**config.mk**
```make
export PLATFORM = sky130hd
export DESIGN_NAME = urp_lcg
export DESIGN_NICKNAME = d
export VERILOG_FILES = /design/src/rtl/urp_pkg.sv /design/src/rtl/urp_lcg.sv
export SDC_FILE = /design/constraint.sdc
export NUM_CORES = 1
export LEC_CHECK = 0
export BUFFER_PORTS_ARGS = -buffer_cell sky130_fd_sc_hd__buf_2
export CAP_MARGIN = 20
export CORE_UTILIZATION = 51
export DETAILED_ROUTE_END_ITERATION = 7
export GPL_TIMING_DRIVEN = 0
export PLACE_DENSITY = 0.69
export SETUP_SLACK_MARGIN = 0.4
export SLEW_MARGIN = 10
export SYNTH_ARGS = -nofsm -noshare
export SYNTH_HDL_FRONTEND = slang
export SYNTH_SLANG_ARGS = --single-unit
```
**constraint.sdc**
```tcl
create_clock -name clock -period 7.2 [get_ports clock]
set_clock_uncertainty 0.05 [all_clocks]
set_input_delay 0.72 -clock clock [delete_from_list [all_inputs] [get_ports clock]]
set_output_delay 0.72 -clock clock [all_outputs]
set_load 0.03 [all_outputs]
```
**src/rtl/urp_pkg.sv**
```systemverilog
// ----------------------------------------------------------------------------
// urp_pkg: shared constants and helpers for the unique random permutation block
// Holds the generator constants and the shift register step function.
// ----------------------------------------------------------------------------
package urp_pkg;

   localparam int unsigned ValueWidth = 31;
   localparam int unsigned CountWidth = 13;
   localparam int unsigned PosWidth   = 12;

   localparam logic [30:0] LcgMod  = 31'h7FFF_FFFF;
   localparam logic [14:0] LcgMult = 15'd16807;

   localparam logic [0:0] CsrSeed  = 1'b0;
   localparam logic [0:0] CsrCount = 1'b1;

   function automatic logic [30:0] shift_next(input logic [30:0] s);
      logic fb;
      fb = s[0] ^ s[3];
      return {fb, s[30:1]};
   endfunction

endpackage

```
**src/rtl/urp_lcg.sv**
```systemverilog
// ----------------------------------------------------------------------------
// urp_lcg: Park-Miller generator step and reduction modulo the run length
// Steps x*16807 mod 2^31-1 (multiply, fold), then a restoring remainder by n.
// ----------------------------------------------------------------------------
module urp_lcg (
   input  logic                            clock,
   input  logic                            reset,
   input  logic                            start,
   input  logic [30:0]                     x_in,
   input  logic [urp_pkg::CountWidth-1:0]  n_in,
   output logic                            done,
   output logic [30:0]                     x_out,
   output logic [31:0]                     j_out
);

   localparam int unsigned CW = urp_pkg::CountWidth - 1;

   typedef enum logic [1:0] {S_IDLE, S_MUL, S_FOLD, S_REM} state_type;

   state_type   state_ff;
   logic [45:0] prod_ff;
   logic [30:0] x_ff;
   logic [31:0] rem_ff;
   logic [4:0]  bit_ff;
   logic [CW:0] n_ff;
   logic        done_ff;

   logic [31:0] fold_in;
   logic [30:0] fold_mod;
   logic [31:0] trial;
   logic [31:0] rem_shift;

   always_comb begin
      fold_in  = {1'b0, prod_ff[30:0]} + {17'd0, prod_ff[45:31]};
      fold_mod = (fold_in >= {1'b0, urp_pkg::LcgMod}) ?
                 31'(fold_in - {1'b0, urp_pkg::LcgMod}) : fold_in[30:0];
      rem_shift = {rem_ff[30:0], x_ff[bit_ff]};
      trial     = rem_shift - {19'd0, n_ff};
   end

   always_ff @(posedge clock) begin
      if (reset) begin
         state_ff <= S_IDLE;
         done_ff  <= 1'b0;
      end else begin
         done_ff <= 1'b0;
         case (state_ff)
            S_IDLE: begin
               if (start) begin
                  prod_ff  <= 46'(x_in) * 46'(urp_pkg::LcgMult);
                  n_ff     <= n_in;
                  state_ff <= S_MUL;
               end
            end
            S_MUL: begin
               state_ff <= S_FOLD;
            end
            S_FOLD: begin
               // Zero maps back to the modulus so an all-ones state stays put.
               x_ff     <= (fold_mod == 31'd0) ? urp_pkg::LcgMod : fold_mod;
               rem_ff   <= 32'd0;
               bit_ff   <= 5'd30;
               state_ff <= S_REM;
            end
            S_REM: begin
               rem_ff <= trial[31] ? rem_shift : trial;
               if (bit_ff == 5'd0) begin
                  done_ff  <= 1'b1;
                  state_ff <= S_IDLE;
               end
               bit_ff <= bit_ff - 5'd1;
            end
            default: state_ff <= S_IDLE;
         endcase
      end
   end

   assign done  = done_ff;
   assign x_out = x_ff;
   assign j_out = rem_ff;

endmodule

```
; ---- After elaboration in Yosys (flattened, before gate mapping)
; Index checks and enable logic that the tools add are counted.
[classes]
n_reduce_logical = 9
mul = 1
eq_ne = 5
bitwise = 2
n_mux = 10
addsub = 4
magnitude_cmp = 2
[op_table]
columns = op, count
row1 = $pmux 32 s2, 1
row2 = $mul 31x15->46 const B, 1
row3 = $add 31x15->32, 1
row4 = $ge 32x31->1 const B, 1
row5 = $mux 32, 1
row6 = $sub 32x13->32, 1
row7 = $logic_not 31->1, 1
row8 = $mux 31, 1
row9 = $sub 31x31->31 const B, 1
row10 = $pmux 5 s2, 1
row11 = $pmux 2 s4, 1
row12 = $lt 5x6->1 const B, 1
row13 = $reduce_and 2->1, 3
row14 = $bmux 1 s5, 1
row15 = $logic_not 5->1, 1
row16 = $sub 5x1->5 const B, 1
row17 = $eq 2x2->1 const B, 2
row18 = $mux 2, 2
row19 = $ne 2x2->1 const B, 2
row20 = $reduce_and 3->1, 1
row21 = $eq 2x1->1 const B, 1
row22 = $logic_not 2->1, 1
row23 = $mux 1, 2
row24 = $not 1->1, 2
row25 = other kinds (2), 2
[word_totals]
in_bits = 47
out_inout_bits = 64
reg_bits = 130
wordCells = 40

; ---- Depth between registers and ports, before layout
; Gate-level depths: netlist of run 1.
[depth]
depth_word = 5
depth_mapped = 26
mapped_depth_nobuf = 26

; ---- Worst setup path after synthesis of run 1
; Ideal clock, no wire load.
[synth_timing]
path_kind = input -> register
from = in x_in[13]
to = reg prod_ff[42] (data pin)
arrival_time_ps = 6366
cell_stages = 25
setup_slack_ps = 527
path_buffers = 0
setup_ps = 258
required_time_ps = 6892
cell_sequence = inv_1 fa_1 inv_1 ha_1 fa_1 inv_1 fa_1 inv_1 fa_1 inv_1 fa_1 inv_1 ha_1 nand4_1 nor2_1 nand2_1 o21ai_0 a21oi_1 o31ai_1 nand2_1 a311oi_1 a221o_1 a21o_1 a21oi_1 xnor2_1
[synth_between]
elab_chain_len = 1
[synth_lines]
columns = element, line
row1 = start: declaration, urp_lcg.sv:9  ; input logic [30:0] x_in,
row2 = $mul 31x15->46, urp_lcg.sv:50  ; prod_ff <= 46'(x_in) * 46'(urp_pkg::LcgMult);
row3 = end signal: assignment, urp_lcg.sv:50
row4 = end: declaration, urp_lcg.sv:21  ; logic [45:0] prod_ff;
; No other way between the ends.
; A chain may end at the register's enable or synchronous reset.

; ---- Worst setup path in the final report of run 1
[layout_timing]
from = in x_in[14]
to = reg prod_ff[35] (data pin)
; The elaborated chain is that of the path after synthesis.

==> results of run 1 <==
[per-stage QoR]
step / cell area (um^2) / TNS (ps)
final: 17200 / 0
after global placement: 16400 / -1490
after floorplan: 15400 / 0
after CTS: 17100 / 0
after global routing: 17200 / 0
after detailed placement: 16500 / -1660
[power breakdown]
part	internal (W)	switching [W]	leakage (nW)
logic	0.00259	0.00377	6.74
clock network	0.000569	0.000311	0.276
registers	0.00136	0.000154	1.19
total	0.00452	0.00424	8.20
[sequential cells by signal (all words and copies together) (netlist names)]
name and cells:
j_out 32, state_ff 2, bit_ff 5, done 1, n_ff 13, prod_ff 46
x_out 31
[repair_timing]
item	CTS	global route
pin swaps	1	2
gates resized for setup	2	19
hold endpoints to repair	0	0
setup endpoints to repair	6	10
buffers inserted	1	1
[worst register-to-register path: stages, from the launching register on]
cell and delay (ps):
edfxtp_1 440, clkbuf_2 330, mux4_2 570, mux4_2 490, mux2i_1 330, ha_1 290
nor2b_1 60, o21ai_0 200, a21boi_0 150, o21ai_0 240, a21boi_0 210, o2111ai_1 320
a31oi_1 240, a2111oi_2 480, xnor2_2 300, o211ai_1 460, or3_1 440, xnor2_1 130
and2_1 150
[per-layer routing]
metal	vias to the layer above	wire length, um	track usage, %	share of wire, %
met4	2	574	6.56	1.8
met3	37	855	1.71	2.6
met1	5256	15600	30.3	48
li1	5408	-	-	-
met2	190	15600	37.5	48
met5	-	11	0	0.034
[cell families (layout without fill, tap and decap cells)]
| group | Yosys count | in the layout | synth area share, % |
|---|---|---|---|
| flip-flops | 130 | 130 | 25.2 |
| XOR/XNOR | 103 | 103 | 6.11 |
| adder cells (fa/ha/maj) | 355 | 355 | 35.5 |
| multiplexers | 24 | 24 | 2.21 |
| AO/OA/AOI/OAI | 224 | 224 | 10.1 |
| AND/OR/NAND/NOR | 343 | 343 | 12.1 |
| buffers and inverters | 350 | 494 | 8.81 |
[cell usage in the layout, fill, tap and decap left out, drive strengths merged, types with 4 or more instances in the layout]
cell type	Yosys	routed
a2111oi	4	4
a211o	4	4
a211oi	7	7
a21boi	7	7
a21o	27	27
a21oi	60	60
a31oi	10	10
and2	29	29
and3	10	10
and4	4	4
buf	12	122
bufinv	0	4
clkbuf	12	34
clkinv	0	4
clkinvlp	0	4
edfxtp	127	127
fa	135	135
ha	220	220
inv	326	326
mux2i	16	16
mux4	8	8
nand2	85	85
nand2b	17	17
nand3	24	24
nand3b	4	4
nand4	22	22
nor2	60	60
nor2b	22	22
nor3	33	33
nor4	7	7
o211ai	9	9
o21a	17	17
o21ai	43	43
o21bai	8	8
or3	12	12
xnor2	57	57
xor2	46	46
[layout make-up]
type,count,area share [%]
Tap cell,390,2.84
Clock buffer,18,2.50
Inverter,326,7.12
Sequential cell,130,22.5
Multi-Input combinational cell,1049,59.7
Clock inverter,12,0.968
Timing Repair Buffer,114,3.61
Buffer,24,0.772
[worst max-delay path by stage]
stage / from / to / slack [ps]
after global routing: x_in[14] / prod_ff[35] / 400
after CTS: x_in[15] / prod_ff[45] / 420
after floorplan: x_in[13] / prod_ff[42] / 530
final: x_in[14] / prod_ff[35] / 680
after global placement: x_in[13] / prod_ff[44] / -440
after detailed placement: x_in[13] / prod_ff[44] / -470
==> impl_metrics.env, run 1 <==
export IMPL_ys_types=83
export IMPL_grt_pass1_vias=11000
export IMPL_dp_hpwl_um=27600
export IMPL_synth_edf_count=127
export IMPL_cap_violations=0
export IMPL_period_share_pct=90.6
export IMPL_holdCritStartpoint="n_in[5]"
export IMPL_outcome="finished clean"
export IMPL_hold_ws_ps=415
export IMPL_ir_drop_mv=0.354
export IMPL_htreeDepth=4
export IMPL_syn_avg_cell_area_um2=10.1
export IMPL_dr_pass1_iters=4
export IMPL_dieArea_mm2=0.0309
export IMPL_clockBufferDepth=2
export IMPL_crit_type="in -> reg"
export IMPL_ys_ff_latch=130
export IMPL_clkLatencyLatePin_ps=430
export IMPL_relSlewSlack_pct=45.7
export IMPL_rsz0062_at_grt="no"
export IMPL_rr_startpoint="bit_ff[0]"
export IMPL_grt_ovfl_total=0
export IMPL_cpMostUsedCell="fa_1"
export IMPL_cp_slowest_cell="fa_1"
export IMPL_regToRegEndpoint="j_out[26]"
export IMPL_dieWidth_um=176
export IMPL_setup_viol=0
export IMPL_grt_max_degree=35
export IMPL_synth_area_top_cells="edfxtp_1, ha_1, fa_1"
export IMPL_antenna_found_initial=1
export IMPL_die_h_um=176
export IMPL_worstSetupStartpointType="input pin"
export IMPL_required_ps=7310
export IMPL_io_buffers=110
export IMPL_hold_viol_final=0
export IMPL_ff2ff_path_depth=18
export IMPL_worstSetupEndpointType="flop"
export IMPL_totalWireLength_um=32700
export IMPL_max_stage_delay_ps=540
export IMPL_synth_most_common_cell="inv_1"
export IMPL_fin_crit_ps=6520
export IMPL_p_total_w=0.00876
export IMPL_clk_pin_slew_ps=60
export IMPL_cp_top_family="adder cells"
export IMPL_hp_class="in -> reg"
export IMPL_yosysWarnings=0
export IMPL_synth_cells=1529
export IMPL_hold_buffers=0
export IMPL_yosys_top_cells_count="inv_1, ha_1, fa_1"
export IMPL_crit_path_max_fanout=6
export IMPL_drtIter0Drc=555
export IMPL_seq_area_mm2=0.00387
export IMPL_drc=0
export IMPL_whs_path_depth=1
export IMPL_synth_yosys_seq_area_share_pct=25.2
export IMPL_worstPathArrival_ps=6630
export IMPL_place_ws_ps=-472
export IMPL_tightest_slew_ps=812
export IMPL_vias_per_cell=5.28
export IMPL_grtUsageTotal_pct=22.2
export IMPL_postSynth_asyncResetShare_pct=0
export IMPL_yosysTopAreaCell="edfxtp_1"
export IMPL_nets=2064
export IMPL_hold_end="n_ff[5]"
export IMPL_crit_path_cell_trace="buf_2, inv_2, fa_1, inv_1, ha_1, inv_1, fa_1, inv_1, fa_1, fa_1, fa_1, ha_1, a21oi_1, nor2b_1, o21ai_0, o211ai_1, a31oi_2, o22ai_1, o21a_1, o21a_1, a311o_1, a21o_1, a21oi_2, xnor2_2"
export IMPL_netlist_area_mm2=0.0154
export IMPL_fill_cells=2618
export IMPL_synthToLayoutAreaGrowth_pct=11.7
export IMPL_drive_gt1_share_pct=13.4
export IMPL_dp_cells=2031
export IMPL_layout_cells_non_filler=2063
export IMPL_vias=10900
export IMPL_cts_buffers=17
export IMPL_cts_tree="done"
export IMPL_path_depth=24
export IMPL_ios=111
export IMPL_cts_root_buf="clkbuf_16"
export IMPL_syn_nets=1931
export IMPL_synth_flop_cell="edfxtp_1"
export IMPL_num_rows=63
export IMPL_clock_sinks=130
export IMPL_post_route_util_pct=58.0
export IMPL_diodes=0
export IMPL_r2r_slack_ps=1060
export IMPL_worst_slack_ps=678
export IMPL_gp_congestion=0.908
export IMPL_initial_core_util_pct=51.9
export IMPL_clock_fmax_ghz=0.153
export IMPL_synth_top_area_share_pct=24.8
export IMPL_path_buf_inv=5
export IMPL_ant_nets=0
export IMPL_wire_per_inst_um=15.8
export IMPL_power_leakage_nw=8.20
export IMPL_drv_slew=0
export IMPL_grt_pass1_wl_um=54300
export IMPL_design_core_area_mm2=0.0296
export IMPL_powerDensity_mw_per_mm2=510
export IMPL_multiInputGateArea_mm2=0.0103
Note: power is estimated with default switching activity, not from simulation.
==> run 2, diff against run 1 <==
--- a/config.mk
+++ b/config.mk
@@ -7,10 +7,10 @@
 export LEC_CHECK = 0
 export BUFFER_PORTS_ARGS = -buffer_cell sky130_fd_sc_hd__buf_2
 export CAP_MARGIN = 20
-export CORE_UTILIZATION = 51
+export CORE_UTILIZATION = 63
 export DETAILED_ROUTE_END_ITERATION = 7
 export GPL_TIMING_DRIVEN = 0
-export PLACE_DENSITY = 0.69
+export PLACE_DENSITY = 0.83
 export SETUP_SLACK_MARGIN = 0.4
 export SLEW_MARGIN = 10
 export SYNTH_ARGS = -nofsm -noshare
==> impl_metrics.env, run 2 (synthesis results as in run 1) <==
export IMPL_hp_class="in -> reg"
export IMPL_place_ws_ps=-464
export IMPL_drtIter0Drc=866
export IMPL_initial_core_util_pct=65.0
export IMPL_worstSetupStartpointType="input pin"
export IMPL_cpMostUsedCell="inv_1"
export IMPL_clkLatencyLatePin_ps=430
export IMPL_cts_tree="done"
export IMPL_mostFrequentLayoutCell="inv_1"
export IMPL_powerDensity_mw_per_mm2=513
export IMPL_fin_crit_ps=6580
export IMPL_wire_per_inst_um=17.0
export IMPL_grt_pass1_vias=11200
export IMPL_worst_slack_ps=622
export IMPL_design_core_area_mm2=0.0237
export IMPL_relSlewSlack_pct=46.4
export IMPL_gp_congestion=0.987
export IMPL_drv_slew=0
export IMPL_largest_reg_flops=46
export IMPL_crit_path_max_fanout=5
export IMPL_cts_root_buf="clkbuf_16"
export IMPL_io_buffers=110
export IMPL_max_stage_delay_ps=560
export IMPL_layout_cells_non_filler=1995
export IMPL_worstSetupEndpointType="flop"
export IMPL_setup_viol=0
export IMPL_power_leakage_nw=8.19
export IMPL_grt_max_degree=36
export IMPL_top_register="prod_ff"
export IMPL_p_total_w=0.00874
export IMPL_layout_common_cells="inv_1, ha_1, fa_1"
export IMPL_ios=111
export IMPL_dp_cells=1960
export IMPL_ir_drop_mv=0.402
export IMPL_dieWidth_um=158
export IMPL_diodes=0
export IMPL_grt_pass1_wl_um=54500
export IMPL_grt_ovfl_total=0
export IMPL_rsz0062_at_grt="yes"
export IMPL_post_route_util_pct=72.0
export IMPL_fill_cells=1732
export IMPL_clock_fmax_ghz=0.152
export IMPL_ant_nets=0
export IMPL_synthToLayoutAreaGrowth_pct=10.9
export IMPL_dr_pass1_iters=5
export IMPL_cp_slowest_cell="fa_1"
export IMPL_dp_hpwl_um=28100
export IMPL_grtUsageTotal_pct=28.3
export IMPL_nets=2065
export IMPL_required_ps=7380
export IMPL_clockBufferDepth=2
export IMPL_die_h_um=158
export IMPL_cp_top_family="adder cells"
export IMPL_drive_gt1_share_pct=13.6
export IMPL_dieArea_mm2=0.0251
export IMPL_worstPathArrival_ps=6750
export IMPL_clk_pin_slew_ps=60
export IMPL_period_share_pct=91.4
export IMPL_tightest_slew_ps=802
export IMPL_totalWireLength_um=34000
export IMPL_hold_viol_final=0
export IMPL_antenna_found_initial=0
export IMPL_vias=11300
export IMPL_clock_sinks=130
export IMPL_outcome="finished clean"
export IMPL_cts_buffers=17
export IMPL_htreeDepth=4
export IMPL_path_buf_inv=7
export IMPL_vias_per_cell=5.65
export IMPL_cap_violations=0
export IMPL_num_rows=56
export IMPL_drc=0
export IMPL_crit_type="in -> reg"
run 2: stage by stage:
stage | instance area, um^2 | setup TNS [ps] | hold slack (ps)
6_report | 17100 | 0 | 410
5_1_grt | 17100 | 0 | 401
4_1_cts | 17000 | 0 | 406
3_5_place_dp | 16400 | -1420 | 481
3_3_place_gp | 16300 | -1060 | 457
2_1_floorplan | 15400 | 0 | 441
run 2: path summary, 6_finish.rpt:
kind,end,slack (ps),cells past startpoint,from
setup reg to reg,j_out[26],870,18,bit_ff[0]
hold reg to reg,state_ff[0],490,2,state_ff[0]
hold / removal,n_ff[2],410,1,n_in[2]
setup / recovery,prod_ff[42],620,26,x_in[16]
run 2: layer usage:
| layer | track usage (%) | wire (um) | vias to the layer above |
|---|---|---|---|
| li1 | - | - | 5420 |
| met1 | 37.7 | 15000 | 5456 |
| met2 | 47.3 | 16700 | 327 |
| met3 | 3.57 | 1330 | 68 |
| met4 | 10.4 | 922 | 0 |
| met5 | 0 | 0 | - |
run 2: layout make-up:
type	count	area [um^2]	area share, %
clock inverters	10	111	0.653
inverters	326	1220	7.17
flip-flops and latches	130	3870	22.7
repair buffers	115	626	3.67
plain buffers	24	133	0.777
multi-input cells	1049	10200	60.1
clock buffers	22	444	2.60
well taps	319	399	2.34
run 2: timing repair:
item / 4_1_cts / 5_1_grt
buffers inserted: 1 / 2
resized for setup: 3 / 19
pin swaps: 2 / 4
hold buffers: 0 / 0
endpoints found under the setup margin: 6 / 11
run 2: power breakdown:
group	internal (W)	leakage (nW)	switching [W]	total [W]
registers	0.00136	1.19	0.000161	0.00152
clock network	0.000506	0.264	0.000313	0.000818
logic	0.00260	6.74	0.00380	0.00640
total	0.00447	8.19	0.00427	0.00874
==> run 3, diff against run 2 <==
--- a/config.mk
+++ b/config.mk
@@ -7,10 +7,12 @@
 export LEC_CHECK = 0
 export BUFFER_PORTS_ARGS = -buffer_cell sky130_fd_sc_hd__buf_2
 export CAP_MARGIN = 20
-export CORE_UTILIZATION = 63
+export CELL_PAD_IN_SITES_DETAIL_PLACEMENT = 0
+export CELL_PAD_IN_SITES_GLOBAL_PLACEMENT = 1
+export CORE_UTILIZATION = 40
 export DETAILED_ROUTE_END_ITERATION = 7
 export GPL_TIMING_DRIVEN = 0
-export PLACE_DENSITY = 0.83
+export PLACE_DENSITY_LB_ADDON = 0.1
 export SETUP_SLACK_MARGIN = 0.4
 export SLEW_MARGIN = 10
 export SYNTH_ARGS = -nofsm -noshare
==> impl_metrics.env, run 3 (synthesis results as in run 1) <==
export IMPL_dieWidth_um=198
export IMPL_synthToLayoutAreaGrowth_pct=12.8
export IMPL_ios=111
export IMPL_grtUsageTotal_pct=19.1
export IMPL_cts_root_buf="clkbuf_16"
export IMPL_drv_slew=0
export IMPL_clk_pin_slew_ps=60
export IMPL_cap_violations=0
export IMPL_initial_core_util_pct=40.8
export IMPL_hp_class="in -> reg"
export IMPL_largest_reg_flops=46
export IMPL_io_buffers=110
export IMPL_vias_per_cell=4.84
export IMPL_ant_nets=0
export IMPL_drc=0
export IMPL_clkLatencyLatePin_ps=440
export IMPL_hold_buffers=0
export IMPL_totalWireLength_um=35200
export IMPL_setup_viol=0
export IMPL_worstPathArrival_ps=6650
export IMPL_cts_buffers=17
export IMPL_die_h_um=198
export IMPL_diodes=0
export IMPL_htreeDepth=4
export IMPL_r2r_slack_ps=1160
export IMPL_drtIter0Drc=412
export IMPL_top_register="prod_ff"
export IMPL_fin_crit_ps=6540
export IMPL_grt_max_degree=32
export IMPL_outcome="finished clean"
export IMPL_dp_hpwl_um=30100
export IMPL_drive_gt1_share_pct=14.0
export IMPL_relSlewSlack_pct=46.4
export IMPL_nets=2067
export IMPL_period_share_pct=90.8
export IMPL_dr_pass1_iters=6
export IMPL_worst_slack_ps=663
export IMPL_dieArea_mm2=0.0393
export IMPL_crit_path_max_fanout=6
export IMPL_cts_tree="done"
export IMPL_crit_type="in -> reg"
export IMPL_worstSetupStartpointType="input pin"
export IMPL_required_ps=7320
export IMPL_antenna_found_initial=0
export IMPL_rsz0062_at_grt="yes"
export IMPL_grt_ovfl_total=0
export IMPL_grt_pass1_wl_um=58000
export IMPL_vias=10600
export IMPL_place_ws_ps=-546
export IMPL_wire_per_inst_um=16.1
export IMPL_clock_fmax_ghz=0.153
export IMPL_num_rows=71
export IMPL_gp_congestion=0.828
export IMPL_layout_common_cells="inv_1, ha_1, fa_1"
export IMPL_design_core_area_mm2=0.0378
export IMPL_clockBufferDepth=2
export IMPL_clock_sinks=130
export IMPL_worstSetupEndpointType="flop"
export IMPL_hold_viol_final=0
export IMPL_tightest_slew_ps=805
export IMPL_mostFrequentLayoutCell="inv_1"
export IMPL_grt_pass1_vias=10900
run 3: cell count changes in the layout (fill, tap and decap cells not counted), moves of 2 or more:
cell,change
inv_1,-4
inv_2,+4
clkbuf_1,-3
clkinv_4,+3
ha_2,-2
run 3: layer usage:
| layer | up-vias | global-route usage [%] | routed length (um) |
|---|---|---|---|
| met3 | 16 | 1.94 | 610 |
| met1 | 5058 | 26.0 | 17300 |
| met4 | 0 | 3.99 | 285 |
| met5 | - | 0 | 0 |
| li1 | 5411 | - | - |
| met2 | 111 | 32.9 | 17000 |
run 3: per-stage QoR:
step	setup TNS [ps]	cells	area [um^2]	hold WS (ps)	util [%]
floorplan	0	1529	15400	441	-
global placement	-2120	2150	16600	458	43.9
detailed placement	-1870	2153	16700	467	44.1
CTS	0	2185	17300	389	45.7
global route	0	2189	17400	386	46.0
finish	0	2189	17400	410	46.0
run 3: repair_timing:
item | CTS | global route
cloned | 0 | 0
endpoints found under the setup margin | 6 | 17
pin swaps | 0 | 5
resized for setup | 4 | 22
buffers inserted | 0 | 4
run 3: final timing paths:
path	startpoint	to	cells past startpoint
min reg2reg	state_ff[0]	state_ff[0]	2
max reg2reg	bit_ff[0]	j_out[26]	18
min	n_in[10]	n_ff[10]	1
max	x_in[13]	prod_ff[42]	27
run 3: critical path, stage by stage:
cell      delay, ps
buf_2           190
inv_2            90
fa_1            550
inv_1            40
ha_1            290
fa_1            510
inv_1            50
fa_1            470
inv_1            50
fa_1            530
inv_1            50
fa_1            520
inv_1            40
ha_2            320
a21o_1          190
a21o_1          170
a21oi_1         180
o21a_1          150
o21ai_1         100
a21oi_2         260
o31ai_4         100
nand2_2         110
a311oi_4        110
a221o_1         390
a21o_1          190
a21oi_1         170
xnor2_1         110
run 3: cell type report:
type,instances,area [um^2]
clock buffer,19,433
buffer,24,133
fill,3676,20400
sequential,130,3870
inverter,326,1220
timing repair buffer,117,656
clock inverter,13,138
multi-input combinational,1049,10300
tap,511,639
Power of run 3 is left out: the tool's default activity adds up to more than one toggle a clock period on the data nets, which glitch-free logic cannot reach.
